<file path="src/rtl/rau_pkg.sv">
// ----------------------------------------------------------------------------
// rau_pkg
// Shared types and constants of the rational arithmetic unit: operation
// codes, datapath command and status bundles, field widths.
// ----------------------------------------------------------------------------
package rau_pkg;

  localparam int FIELD_BITS     = 32;
  localparam int OP_BITS        = 3;
  localparam int IN_TDATA_BITS  = 136;
  localparam int OUT_TDATA_BITS = 72;
  localparam int ZERO_MARK      = -9999;

  typedef enum logic [OP_BITS-1:0] {
    OP_ADD = 3'd0,
    OP_SUB = 3'd1,
    OP_MUL = 3'd2,
    OP_DIV = 3'd3,
    OP_RED = 3'd4
  } op_t;

  // multiplier operand pairs
  typedef enum logic [2:0] {
    MS_AD,
    MS_CB,
    MS_BD,
    MS_AC,
    MS_BC
  } mul_sel_t;

  // divider operand pairs
  typedef enum logic [1:0] {
    DS_GCD,
    DS_QN,
    DS_QD
  } div_sel_t;

  typedef struct packed {
    logic     load;
    logic     mul_en;
    mul_sel_t mul_sel;
    logic     div_start;
    div_sel_t div_sel;
    logic     gcd_step;
    logic     save_qn;
    logic     finish;
  } rau_cmd_t;

  typedef struct packed {
    op_t  op;
    logic x_zero;
    logic y_zero;
    logic div_done;
    logic div_busy;
  } rau_stat_t;

endpackage

</file>
<file path="src/rtl/rau_divider.sv">
// ----------------------------------------------------------------------------
// rau_divider
// Iterative signed divider, one quotient bit per cycle, truncating toward
// zero; the remainder takes the sign of the dividend.
// ----------------------------------------------------------------------------
module rau_divider #(
  parameter int W = 32
) (
  input  logic                clk,
  input  logic                rst_n,
  input  logic                start,
  input  logic signed [W-1:0] dividend,
  input  logic signed [W-1:0] divisor,
  output logic                busy,
  output logic                done,
  output logic signed [W:0]   quo,
  output logic signed [W-1:0] rem
);

  localparam int CW = $clog2(W + 1);

  logic [W-1:0]  rem_r, rem_nxt;
  logic [W-1:0]  quo_r, quo_nxt;
  logic [W-1:0]  dsr_r;
  logic          neg_q_r, neg_r_r;
  logic [CW-1:0] cnt_r;
  logic          busy_r, done_r;

  logic [W-1:0]  dd_mag, ds_mag;
  logic [W:0]    sh, diff;
  logic          ge;

  assign dd_mag = dividend[W-1] ? (~dividend + 1'b1) : dividend;
  assign ds_mag = divisor[W-1]  ? (~divisor + 1'b1)  : divisor;

  assign sh      = {rem_r, quo_r[W-1]};
  assign ge      = (sh >= {1'b0, dsr_r});
  assign diff    = sh - {1'b0, dsr_r};
  assign rem_nxt = ge ? diff[W-1:0] : sh[W-1:0];
  assign quo_nxt = {quo_r[W-2:0], ge};

  always_ff @(posedge clk) begin
    if (!rst_n) begin
      busy_r <= 1'b0;
      done_r <= 1'b0;
      cnt_r  <= '0;
    end else begin
      done_r <= 1'b0;
      if (start) begin
        busy_r <= 1'b1;
        cnt_r  <= CW'(W);
      end else if (busy_r) begin
        cnt_r <= cnt_r - 1'b1;
        if (cnt_r == CW'(1)) begin
          busy_r <= 1'b0;
          done_r <= 1'b1;
        end
      end
    end
  end

  always_ff @(posedge clk) begin
    if (start) begin
      rem_r   <= '0;
      quo_r   <= dd_mag;
      dsr_r   <= ds_mag;
      neg_q_r <= dividend[W-1] ^ divisor[W-1];
      neg_r_r <= dividend[W-1];
    end else if (busy_r) begin
      rem_r <= rem_nxt;
      quo_r <= quo_nxt;
    end
  end

  assign busy = busy_r;
  assign done = done_r;
  assign quo  = neg_q_r ? -$signed({1'b0, quo_r}) : $signed({1'b0, quo_r});
  assign rem  = neg_r_r ? -$signed(rem_r) : $signed(rem_r);

endmodule

</file>
<file path="src/rtl/rau_datapath.sv">
// ----------------------------------------------------------------------------
// rau_datapath
// Operand registers, shared signed multiplier with a three-deep product
// line, euclid registers with the iterative divider, and the result register.
// ----------------------------------------------------------------------------
module rau_datapath
  import rau_pkg::*;
#(
  parameter int W = 32
) (
  input  logic                clk,
  input  logic                rst_n,
  input  op_t                 in_op,
  input  logic signed [W-1:0] in_a,
  input  logic signed [W-1:0] in_b,
  input  logic signed [W-1:0] in_c,
  input  logic signed [W-1:0] in_d,
  input  rau_cmd_t            cmd,
  output rau_stat_t           stat,
  output logic signed [W-1:0] res_num,
  output logic signed [W-1:0] res_den,
  output logic                res_ovf
);

  localparam logic signed [FIELD_BITS-1:0] ZM_FULL = FIELD_BITS'(ZERO_MARK);
  localparam logic [W-1:0] ZM_W   = ZM_FULL[W-1:0];
  localparam bit           ZM_OVF = (longint'(ZERO_MARK) < -(64'sd1 <<< (W - 1)));

  op_t                  op_r;
  logic signed [W-1:0]  a_r, b_r, c_r, d_r;
  logic signed [W-1:0]  x_r, y_r;
  logic signed [2*W-1:0] prod_r, prev_r, prev2_r;
  logic signed [W:0]    qn_r;
  logic signed [W-1:0]  res_num_r, res_den_r;
  logic                 res_ovf_r;

  logic signed [W-1:0]  mx, my;
  logic signed [W-1:0]  dv_dd, dv_ds;
  logic                 dv_busy, dv_done;
  logic signed [W:0]    dv_quo;
  logic signed [W-1:0]  dv_rem;

  logic signed [2*W:0]  sum_v;
  logic                 sum_fit, prod_fit, prev_fit, qn_fit, qd_fit;
  logic signed [W-1:0]  num_nxt, den_nxt;
  logic                 ovf_nxt;

  always_comb begin
    case (cmd.mul_sel)
      MS_AD:   begin mx = a_r; my = d_r; end
      MS_CB:   begin mx = c_r; my = b_r; end
      MS_BD:   begin mx = b_r; my = d_r; end
      MS_AC:   begin mx = a_r; my = c_r; end
      MS_BC:   begin mx = b_r; my = c_r; end
      default: begin mx = a_r; my = d_r; end
    endcase
  end

  always_comb begin
    case (cmd.div_sel)
      DS_GCD:  begin dv_dd = x_r; dv_ds = y_r; end
      DS_QN:   begin dv_dd = a_r; dv_ds = x_r; end
      DS_QD:   begin dv_dd = b_r; dv_ds = x_r; end
      default: begin dv_dd = x_r; dv_ds = y_r; end
    endcase
  end

  rau_divider #(.W(W)) u_div (
    .clk      (clk),
    .rst_n    (rst_n),
    .start    (cmd.div_start),
    .dividend (dv_dd),
    .divisor  (dv_ds),
    .busy     (dv_busy),
    .done     (dv_done),
    .quo      (dv_quo),
    .rem      (dv_rem)
  );

  // add and subtract leave a*d in prev2, c*b in prev and b*d in prod
  always_comb begin
    if (op_r == OP_SUB) begin
      sum_v = (2*W+1)'(prev2_r) - (2*W+1)'(prev_r);
    end else begin
      sum_v = (2*W+1)'(prev2_r) + (2*W+1)'(prev_r);
    end
  end

  assign sum_fit  = (&sum_v[2*W:W-1]) | ~(|sum_v[2*W:W-1]);
  assign prod_fit = (&prod_r[2*W-1:W-1]) | ~(|prod_r[2*W-1:W-1]);
  assign prev_fit = (&prev_r[2*W-1:W-1]) | ~(|prev_r[2*W-1:W-1]);
  assign qn_fit   = (qn_r[W] == qn_r[W-1]);
  assign qd_fit   = (dv_quo[W] == dv_quo[W-1]);

  always_comb begin
    case (op_r)
      OP_ADD, OP_SUB: begin
        num_nxt = sum_v[W-1:0];
        den_nxt = prod_r[W-1:0];
        ovf_nxt = !sum_fit || !prod_fit;
      end
      OP_MUL, OP_DIV: begin
        num_nxt = prev_r[W-1:0];
        den_nxt = prod_r[W-1:0];
        ovf_nxt = !prev_fit || !prod_fit;
      end
      OP_RED: begin
        if (x_r == '0) begin
          num_nxt = ZM_W;
          den_nxt = W'(1);
          ovf_nxt = ZM_OVF;
        end else begin
          num_nxt = qn_r[W-1:0];
          den_nxt = dv_quo[W-1:0];
          ovf_nxt = !qn_fit || !qd_fit;
        end
      end
      default: begin
        num_nxt = '0;
        den_nxt = W'(1);
        ovf_nxt = 1'b0;
      end
    endcase
  end

  always_ff @(posedge clk) begin
    if (cmd.load) begin
      op_r <= in_op;
      a_r  <= in_a;
      b_r  <= in_b;
      c_r  <= in_c;
      d_r  <= in_d;
      x_r  <= in_a;
      y_r  <= in_b;
    end else if (cmd.gcd_step) begin
      x_r <= y_r;
      y_r <= dv_rem;
    end
    if (cmd.mul_en) begin
      prod_r  <= mx * my;
      prev_r  <= prod_r;
      prev2_r <= prev_r;
    end
    if (cmd.save_qn) begin
      qn_r <= dv_quo;
    end
    if (cmd.finish) begin
      res_num_r <= num_nxt;
      res_den_r <= den_nxt;
      res_ovf_r <= ovf_nxt;
    end
  end

  assign stat.op       = op_r;
  assign stat.x_zero   = (x_r == '0);
  assign stat.y_zero   = (y_r == '0);
  assign stat.div_done = dv_done;
  assign stat.div_busy = dv_busy;

  assign res_num = res_num_r;
  assign res_den = res_den_r;
  assign res_ovf = res_ovf_r;

endmodule

</file>
<file path="src/rtl/rau_ctrl.sv">
// ----------------------------------------------------------------------------
// rau_ctrl
// Sequencer: steps the multiplier for the arithmetic ops, runs the euclid
// loop and the two final divisions for reduce, and owns the result valid.
// ----------------------------------------------------------------------------
module rau_ctrl
  import rau_pkg::*;
(
  input  logic      clk,
  input  logic      rst_n,
  input  logic      in_valid,
  input  op_t       in_op,
  output logic      in_ready,
  output logic      out_valid,
  input  logic      out_ready,
  input  rau_stat_t stat,
  output rau_cmd_t  cmd
);

  typedef enum logic [3:0] {
    S_IDLE,
    S_MUL1,
    S_MUL2,
    S_MUL3,
    S_GCD,
    S_GCD_WAIT,
    S_QN,
    S_QN_WAIT,
    S_QD,
    S_QD_WAIT,
    S_FIN
  } state_t;

  state_t state_r, state_nxt;
  logic   out_valid_r, out_valid_nxt;
  logic   slot_free;

  assign slot_free = !out_valid_r || out_ready;
  assign in_ready  = (state_r == S_IDLE);
  assign out_valid = out_valid_r;

  always_comb begin
    cmd           = '0;
    state_nxt     = state_r;
    out_valid_nxt = out_valid_r && !out_ready;
    case (state_r)
      S_IDLE: begin
        if (in_valid) begin
          cmd.load = 1'b1;
          case (in_op)
            OP_RED:                         state_nxt = S_GCD;
            OP_ADD, OP_SUB, OP_MUL, OP_DIV: state_nxt = S_MUL1;
            default:                        state_nxt = S_FIN;
          endcase
        end
      end
      S_MUL1: begin
        cmd.mul_en  = 1'b1;
        cmd.mul_sel = (stat.op == OP_MUL) ? MS_AC : MS_AD;
        state_nxt   = S_MUL2;
      end
      S_MUL2: begin
        cmd.mul_en = 1'b1;
        case (stat.op)
          OP_MUL: begin
            cmd.mul_sel = MS_BD;
            state_nxt   = S_FIN;
          end
          OP_DIV: begin
            cmd.mul_sel = MS_BC;
            state_nxt   = S_FIN;
          end
          default: begin
            cmd.mul_sel = MS_CB;
            state_nxt   = S_MUL3;
          end
        endcase
      end
      S_MUL3: begin
        cmd.mul_en  = 1'b1;
        cmd.mul_sel = MS_BD;
        state_nxt   = S_FIN;
      end
      S_GCD: begin
        if (stat.y_zero) begin
          // gcd is x; zero over zero skips the divisions
          state_nxt = stat.x_zero ? S_FIN : S_QN;
        end else begin
          cmd.div_start = 1'b1;
          cmd.div_sel   = DS_GCD;
          state_nxt     = S_GCD_WAIT;
        end
      end
      S_GCD_WAIT: begin
        cmd.div_sel = DS_GCD;
        if (stat.div_done) begin
          cmd.gcd_step = 1'b1;
          state_nxt    = S_GCD;
        end
      end
      S_QN: begin
        cmd.div_start = 1'b1;
        cmd.div_sel   = DS_QN;
        state_nxt     = S_QN_WAIT;
      end
      S_QN_WAIT: begin
        cmd.div_sel = DS_QN;
        if (stat.div_done) begin
          cmd.save_qn = 1'b1;
          state_nxt   = S_QD;
        end
      end
      S_QD: begin
        cmd.div_start = 1'b1;
        cmd.div_sel   = DS_QD;
        state_nxt     = S_QD_WAIT;
      end
      S_QD_WAIT: begin
        cmd.div_sel = DS_QD;
        if (stat.div_done) begin
          state_nxt = S_FIN;
        end
      end
      S_FIN: begin
        if (slot_free) begin
          cmd.finish    = 1'b1;
          out_valid_nxt = 1'b1;
          state_nxt     = S_IDLE;
        end
      end
      default: begin
        state_nxt = S_IDLE;
      end
    endcase
  end

  always_ff @(posedge clk) begin
    if (!rst_n) begin
      state_r     <= S_IDLE;
      out_valid_r <= 1'b0;
    end else begin
      state_r     <= state_nxt;
      out_valid_r <= out_valid_nxt;
    end
  end

endmodule

</file>
<file path="src/rtl/rational_arithmetic_unit.sv">
// ----------------------------------------------------------------------------
// rational_arithmetic_unit
// add, subtract, multiply and divide of two fractions, and gcd reduction of
// the first; one item at a time through a sequencer and a shared datapath.
// ----------------------------------------------------------------------------
// add/sub step the multiplier in S_MUL1 to S_MUL3, mul/div in S_MUL1 and S_MUL2;
// unused ops go straight to S_FIN; reduce runs k euclid remainder steps
//   (up to about 46 at 32 bits) on the iterative divider
// one item in flight; the next is taken while the last result waits
// rst_n synchronous: clears the sequencer, the result valid and the divider control only
module rational_arithmetic_unit
  import rau_pkg::*;
#(
  parameter int WORD_BITS = 32
) (
  input  logic                      clk,
  input  logic                      rst_n,
  input  logic                      in_tvalid,
  output logic                      in_tready,
  // op, first_num, first_den, second_num, second_den
  input  logic [IN_TDATA_BITS-1:0]  in_tdata,
  output logic                      out_tvalid,
  input  logic                      out_tready,
  // result_num, result_den, overflow
  output logic [OUT_TDATA_BITS-1:0] out_tdata
);

  localparam int W = WORD_BITS;

  rau_cmd_t            cmd;
  rau_stat_t           stat;
  op_t                 in_op;
  logic signed [W-1:0] res_num, res_den;
  logic                res_ovf;
  logic signed [FIELD_BITS-1:0] num_ext, den_ext;

  assign in_op = op_t'(in_tdata[2:0]);

  rau_ctrl u_ctrl (
    .clk       (clk),
    .rst_n     (rst_n),
    .in_valid  (in_tvalid),
    .in_op     (in_op),
    .in_ready  (in_tready),
    .out_valid (out_tvalid),
    .out_ready (out_tready),
    .stat      (stat),
    .cmd       (cmd)
  );

  rau_datapath #(.W(W)) u_dp (
    .clk     (clk),
    .rst_n   (rst_n),
    .in_op   (in_op),
    .in_a    (in_tdata[3 +: W]),
    .in_b    (in_tdata[35 +: W]),
    .in_c    (in_tdata[67 +: W]),
    .in_d    (in_tdata[99 +: W]),
    .cmd     (cmd),
    .stat    (stat),
    .res_num (res_num),
    .res_den (res_den),
    .res_ovf (res_ovf)
  );

  assign num_ext   = FIELD_BITS'(res_num);
  assign den_ext   = FIELD_BITS'(res_den);
  assign out_tdata = {7'd0, res_ovf, den_ext, num_ext};

  a_one_in_flight: assert property (@(posedge clk) disable iff (!rst_n)
    in_tvalid && in_tready |=> !in_tready)
    else $error("second item taken while one is in flight");

  a_result_from_work: assert property (@(posedge clk) disable iff (!rst_n)
    $rose(out_tvalid) |-> !$past(in_tready))
    else $error("result raised without an item in work");

  a_div_idle_when_ready: assert property (@(posedge clk) disable iff (!rst_n)
    in_tready |-> !stat.div_busy)
    else $error("divider busy while accepting");

endmodule
</file>
<file path="config.mk">
export PLATFORM = sky130hd
export DESIGN_NAME = rational_arithmetic_unit
export DESIGN_NICKNAME = d
export VERILOG_FILES = /design/src/rtl/rau_pkg.sv /design/src/rtl/rau_divider.sv /design/src/rtl/rau_datapath.sv /design/src/rtl/rau_ctrl.sv /design/src/rtl/rational_arithmetic_unit.sv
export SDC_FILE = /design/constraint.sdc
export NUM_CORES = 2
export LEC_CHECK = 0
export BUFFER_PORTS_ARGS = -buffer_cell sky130_fd_sc_hd__buf_2
export CELL_PAD_IN_SITES_DETAIL_PLACEMENT = 1
export CELL_PAD_IN_SITES_GLOBAL_PLACEMENT = 2
export CORE_MARGIN = 4
export CORE_UTILIZATION = 40
export CTS_BUF_LIST = sky130_fd_sc_hd__clkbuf_16
export CTS_CLUSTER_DIAMETER = 50
export DETAILED_ROUTE_END_ITERATION = 6
export PLACE_DENSITY = 0.76
export SLEW_MARGIN = 10
export SYNTH_ARGS = -nofsm -noshare
export SYNTH_HDL_FRONTEND = slang
export SYNTH_SLANG_ARGS = --single-unit
</file>
<file path="constraint.sdc">
create_clock -name clk -period 18.4 [get_ports clk]
set_input_delay 3.68 -clock clk [delete_from_list [all_inputs] [get_ports clk]]
set_output_delay 3.68 -clock clk [all_outputs]
set_load 0.01 [all_outputs]
</file>
==> impl_metrics.env <==
export IMPL_drive_above_1_share_pct=8.12
export IMPL_cts_resized=0
export IMPL_post_place_ws_ns=6.10
export IMPL_slew_viol_final=0
export IMPL_clk_pin_slew_worst_paths_ns=0.06
export IMPL_netlist_instances=6962
export IMPL_endpoint="u_dp.prod_r[63]$_DFFE_PN_"
export IMPL_grt_start_max_net_pins=102
export IMPL_r2r_cells=31
export IMPL_hold_viol=0
export IMPL_tightest_slew_ns=1.19
export IMPL_synth_edff_count=551
export IMPL_grt_pass1_wl_um=362000
export IMPL_drv_cap=0
export IMPL_syn_area_um2=68000
export IMPL_wl_um=240000
export IMPL_pin_count=214
export IMPL_synth_flop_cell="edfxtp_1"
export IMPL_cp_slowest_cell="fa_1"
export IMPL_final_setup_viol_count=0
export IMPL_drc=0
export IMPL_postCtsHoldBufs=0
export IMPL_required_ns=18.65
export IMPL_htree_levels=3
export IMPL_detail_route_antenna_nets=0
export IMPL_fmax_ghz=0.0803
export IMPL_crit_path_end_kind="flip-flop"
export IMPL_ys_top_cells_by_area="fa_1 (32%), edfxtp_1 (24%), inv_1 (5.8%)"
export IMPL_layout_common_cells="fa_1 (1084), inv_1 (1057), nor2_1 (848)"
export IMPL_r2r_end="u_dp.prod_r[63]$_DFFE_PN_"
export IMPL_clockBufferDepth=3
export IMPL_cpPeakStageDelay_ns=0.96
export IMPL_cts_made_buffers=85
export IMPL_maxSlewHeadroom_pct=20.7
export IMPL_coreArea_um2=169000
export IMPL_period_share_pct=67.7
export IMPL_avgViaCountPerCell=5.52
export IMPL_worst_setup_path_type="flip-flop to flip-flop"
export IMPL_cts_sinks=596
export IMPL_firstDrtPassIters=6
export IMPL_ys_seq_area_share_pct=25.6
export IMPL_gp_congestion=0.893
export IMPL_hp_class="flip-flop to flip-flop"
export IMPL_critPathLaunchType="flip-flop"
export IMPL_antenna_found_initial=8
export IMPL_portBuffers=201
export IMPL_wl_per_cell_um=25.6
export IMPL_fin_ws_ns=5.94
export IMPL_arrival_ns=12.71
export IMPL_first_global_vias=56700
export IMPL_dp_cells=9189
export IMPL_critPathMostFrequentCell="fa_1"
export IMPL_area_delta_synth_final_pct=9.51
export IMPL_cts_tree="built"
export IMPL_startpoint="u_dp.op_r[2]$_DFFE_PP_"
export IMPL_drtIter0Drc=3475
export IMPL_async_reset_ff_share_pct=0
export IMPL_rsz0062_at_grt="false"
export IMPL_vias=51700
export IMPL_utilization_pct=44.0
export IMPL_r2r_start="u_dp.op_r[2]$_DFFE_PP_"
export IMPL_worstSkewPairLatency_ns=0.72
export IMPL_status="completed"
export IMPL_tns_ns=0
export IMPL_post_dp_hpwl_um=189000
export IMPL_fin_cells=9359
export IMPL_cp_max_fo=32
export IMPL_initial_core_util_pct=40.2
export IMPL_ys_ff_latch=596
export IMPL_yosysUniqueCellTypes=99
export IMPL_fp_dieArea_um2=177000
export IMPL_grt_remaining_overflow=0
export IMPL_die_h_um=420
export IMPL_final_nets=8571
export IMPL_die_w_um=420
export IMPL_min_period_ns=12.46
export IMPL_skew_ns=0.0440
export IMPL_yosys_warnings=0
export IMPL_track_usage_pct=27.6
export IMPL_synth_top_area_cell="fa_1"
export IMPL_r2r_slack_ns=5.94
export IMPL_layout_commonest_cell="fa_1"
export IMPL_row_count=151
export IMPL_synth_top_area_share_pct=31.9
export IMPL_cts_setup_buffers=0
export IMPL_clk_root_buffer_cell="clkbuf_16"
export IMPL_avgSynthCellArea_um2=9.77
==> worst max-delay path, delay by kind of cell (launching register included) <==
| kind | cells | cell delay (ns) |
|---|---|---|
| compound gates | 4 | 1.52 |
| fa+ha+maj | 9 | 4.79 |
| buf+inv | 10 | 2.28 |
| flops | 1 | 0.36 |
| simple gates | 8 | 2.95 |
==> synth_stat cells (all sizes together) (33+ instances only) <==
master / n
nor3: 59
nand2: 757
nor2: 850
inv: 1048
fa: 1084
a22o: 33
and2: 43
edfxtp: 551
mux2: 35
a22oi: 65
o21ai: 223
xor2: 141
buf: 43
nand2b: 52
a211oi: 41
clkbuf: 285
a21oi: 372
a21o: 100
nor4: 48
nand3: 66
nor2b: 41
nand4: 58
o211ai: 40
mux2i: 77
dfxtp: 45
o31ai: 37
ha: 289
xnor2: 193
==> stage by stage <==
stage / hold WS (ns) / instance area [µm²]
after floorplan: 0.427 / 68100
after global placement: 0.436 / 71600
after detailed placement: 0.439 / 71600
after CTS: 0.452 / 74500
after global routing: 0.468 / 74500
final: 0.451 / 74500
==> logic make-up after synthesis <==
| group | after synthesis | share of synthesized area, % |
|---|---|---|
| and+or+nand+nor | 2088 | 13.2 |
| adders and majority gates | 1373 | 37.2 |
| AOI/OAI and AO/OA | 1080 | 10.2 |
| other | 1 | 0.00551 |
| muxes | 112 | 1.71 |
| xor gates and xnor gates | 334 | 4.30 |
| DFF | 596 | 25.6 |
| buffers and inverters | 1378 | 7.75 |
==> area by class of cell <==
cell class                      instances  area, µm²
Sequential cell                       596      17400
Clock inverter                         73        708
Fill cell                           19100      94800
Timing Repair Buffer                  331       1980
Multi-Input combinational cell       4994      45500
Tap cell                             2218       2780
Antenna cell                           12       30.0
Inverter                             1050       3950
Clock buffer                           85       2130
==> routing by layer <==
layer	part of all wire, %	up-vias	track usage (%)
li1	-	22800	-
met1	42	27000	36.4
met2	47	1503	45.1
met3	7.0	361	5.81
met4	3.8	0	9.54
met5	0	-	0
==> flip-flops by register name, summed over array words and instances, names as in the netlist, 3 cells and up <==
name and count:
u_dp.res_den 32, u_dp.prev_r 64, u_dp.u_div.quo_r 32, u_dp.y_r 32
u_dp.u_div.cnt_r 6, u_dp.op_r 3, u_dp.res_num 32, u_dp.a_r 32
u_dp.prod_r 64, u_dp.d_r 32, u_dp.prev2_r 64, u_dp.u_div.dsr_r 32
u_dp.qn_r 33, u_dp.c_r 32, u_dp.x_r 32, u_ctrl.state_r 4
u_dp.u_div.rem_r 32, u_dp.b_r 32
==> worst min-delay path by stage <==
stage,cells after the start,endpoint,from,slack [ns]
2_1_floorplan,0,u_dp.prev_r[0]$_DFFE_PN_,u_dp.prod_r[0]$_DFFE_PN_,0.43
3_3_place_gp,0,u_dp.prev_r[2]$_DFFE_PN_,u_dp.prod_r[2]$_DFFE_PN_,0.44
3_5_place_dp,0,u_dp.prev_r[16]$_DFFE_PN_,u_dp.prod_r[16]$_DFFE_PN_,0.44
4_1_cts,0,u_dp.prev_r[16]$_DFFE_PN_,u_dp.prod_r[16]$_DFFE_PN_,0.45
5_1_grt,0,u_dp.prev_r[30]$_DFFE_PN_,u_dp.prod_r[30]$_DFFE_PN_,0.47
6_report,0,u_dp.prev_r[16]$_DFFE_PN_,u_dp.prod_r[16]$_DFFE_PN_,0.45
Power is not shown: default switching activity piles up to over one toggle a cycle in this logic, so the estimate is an artifact.
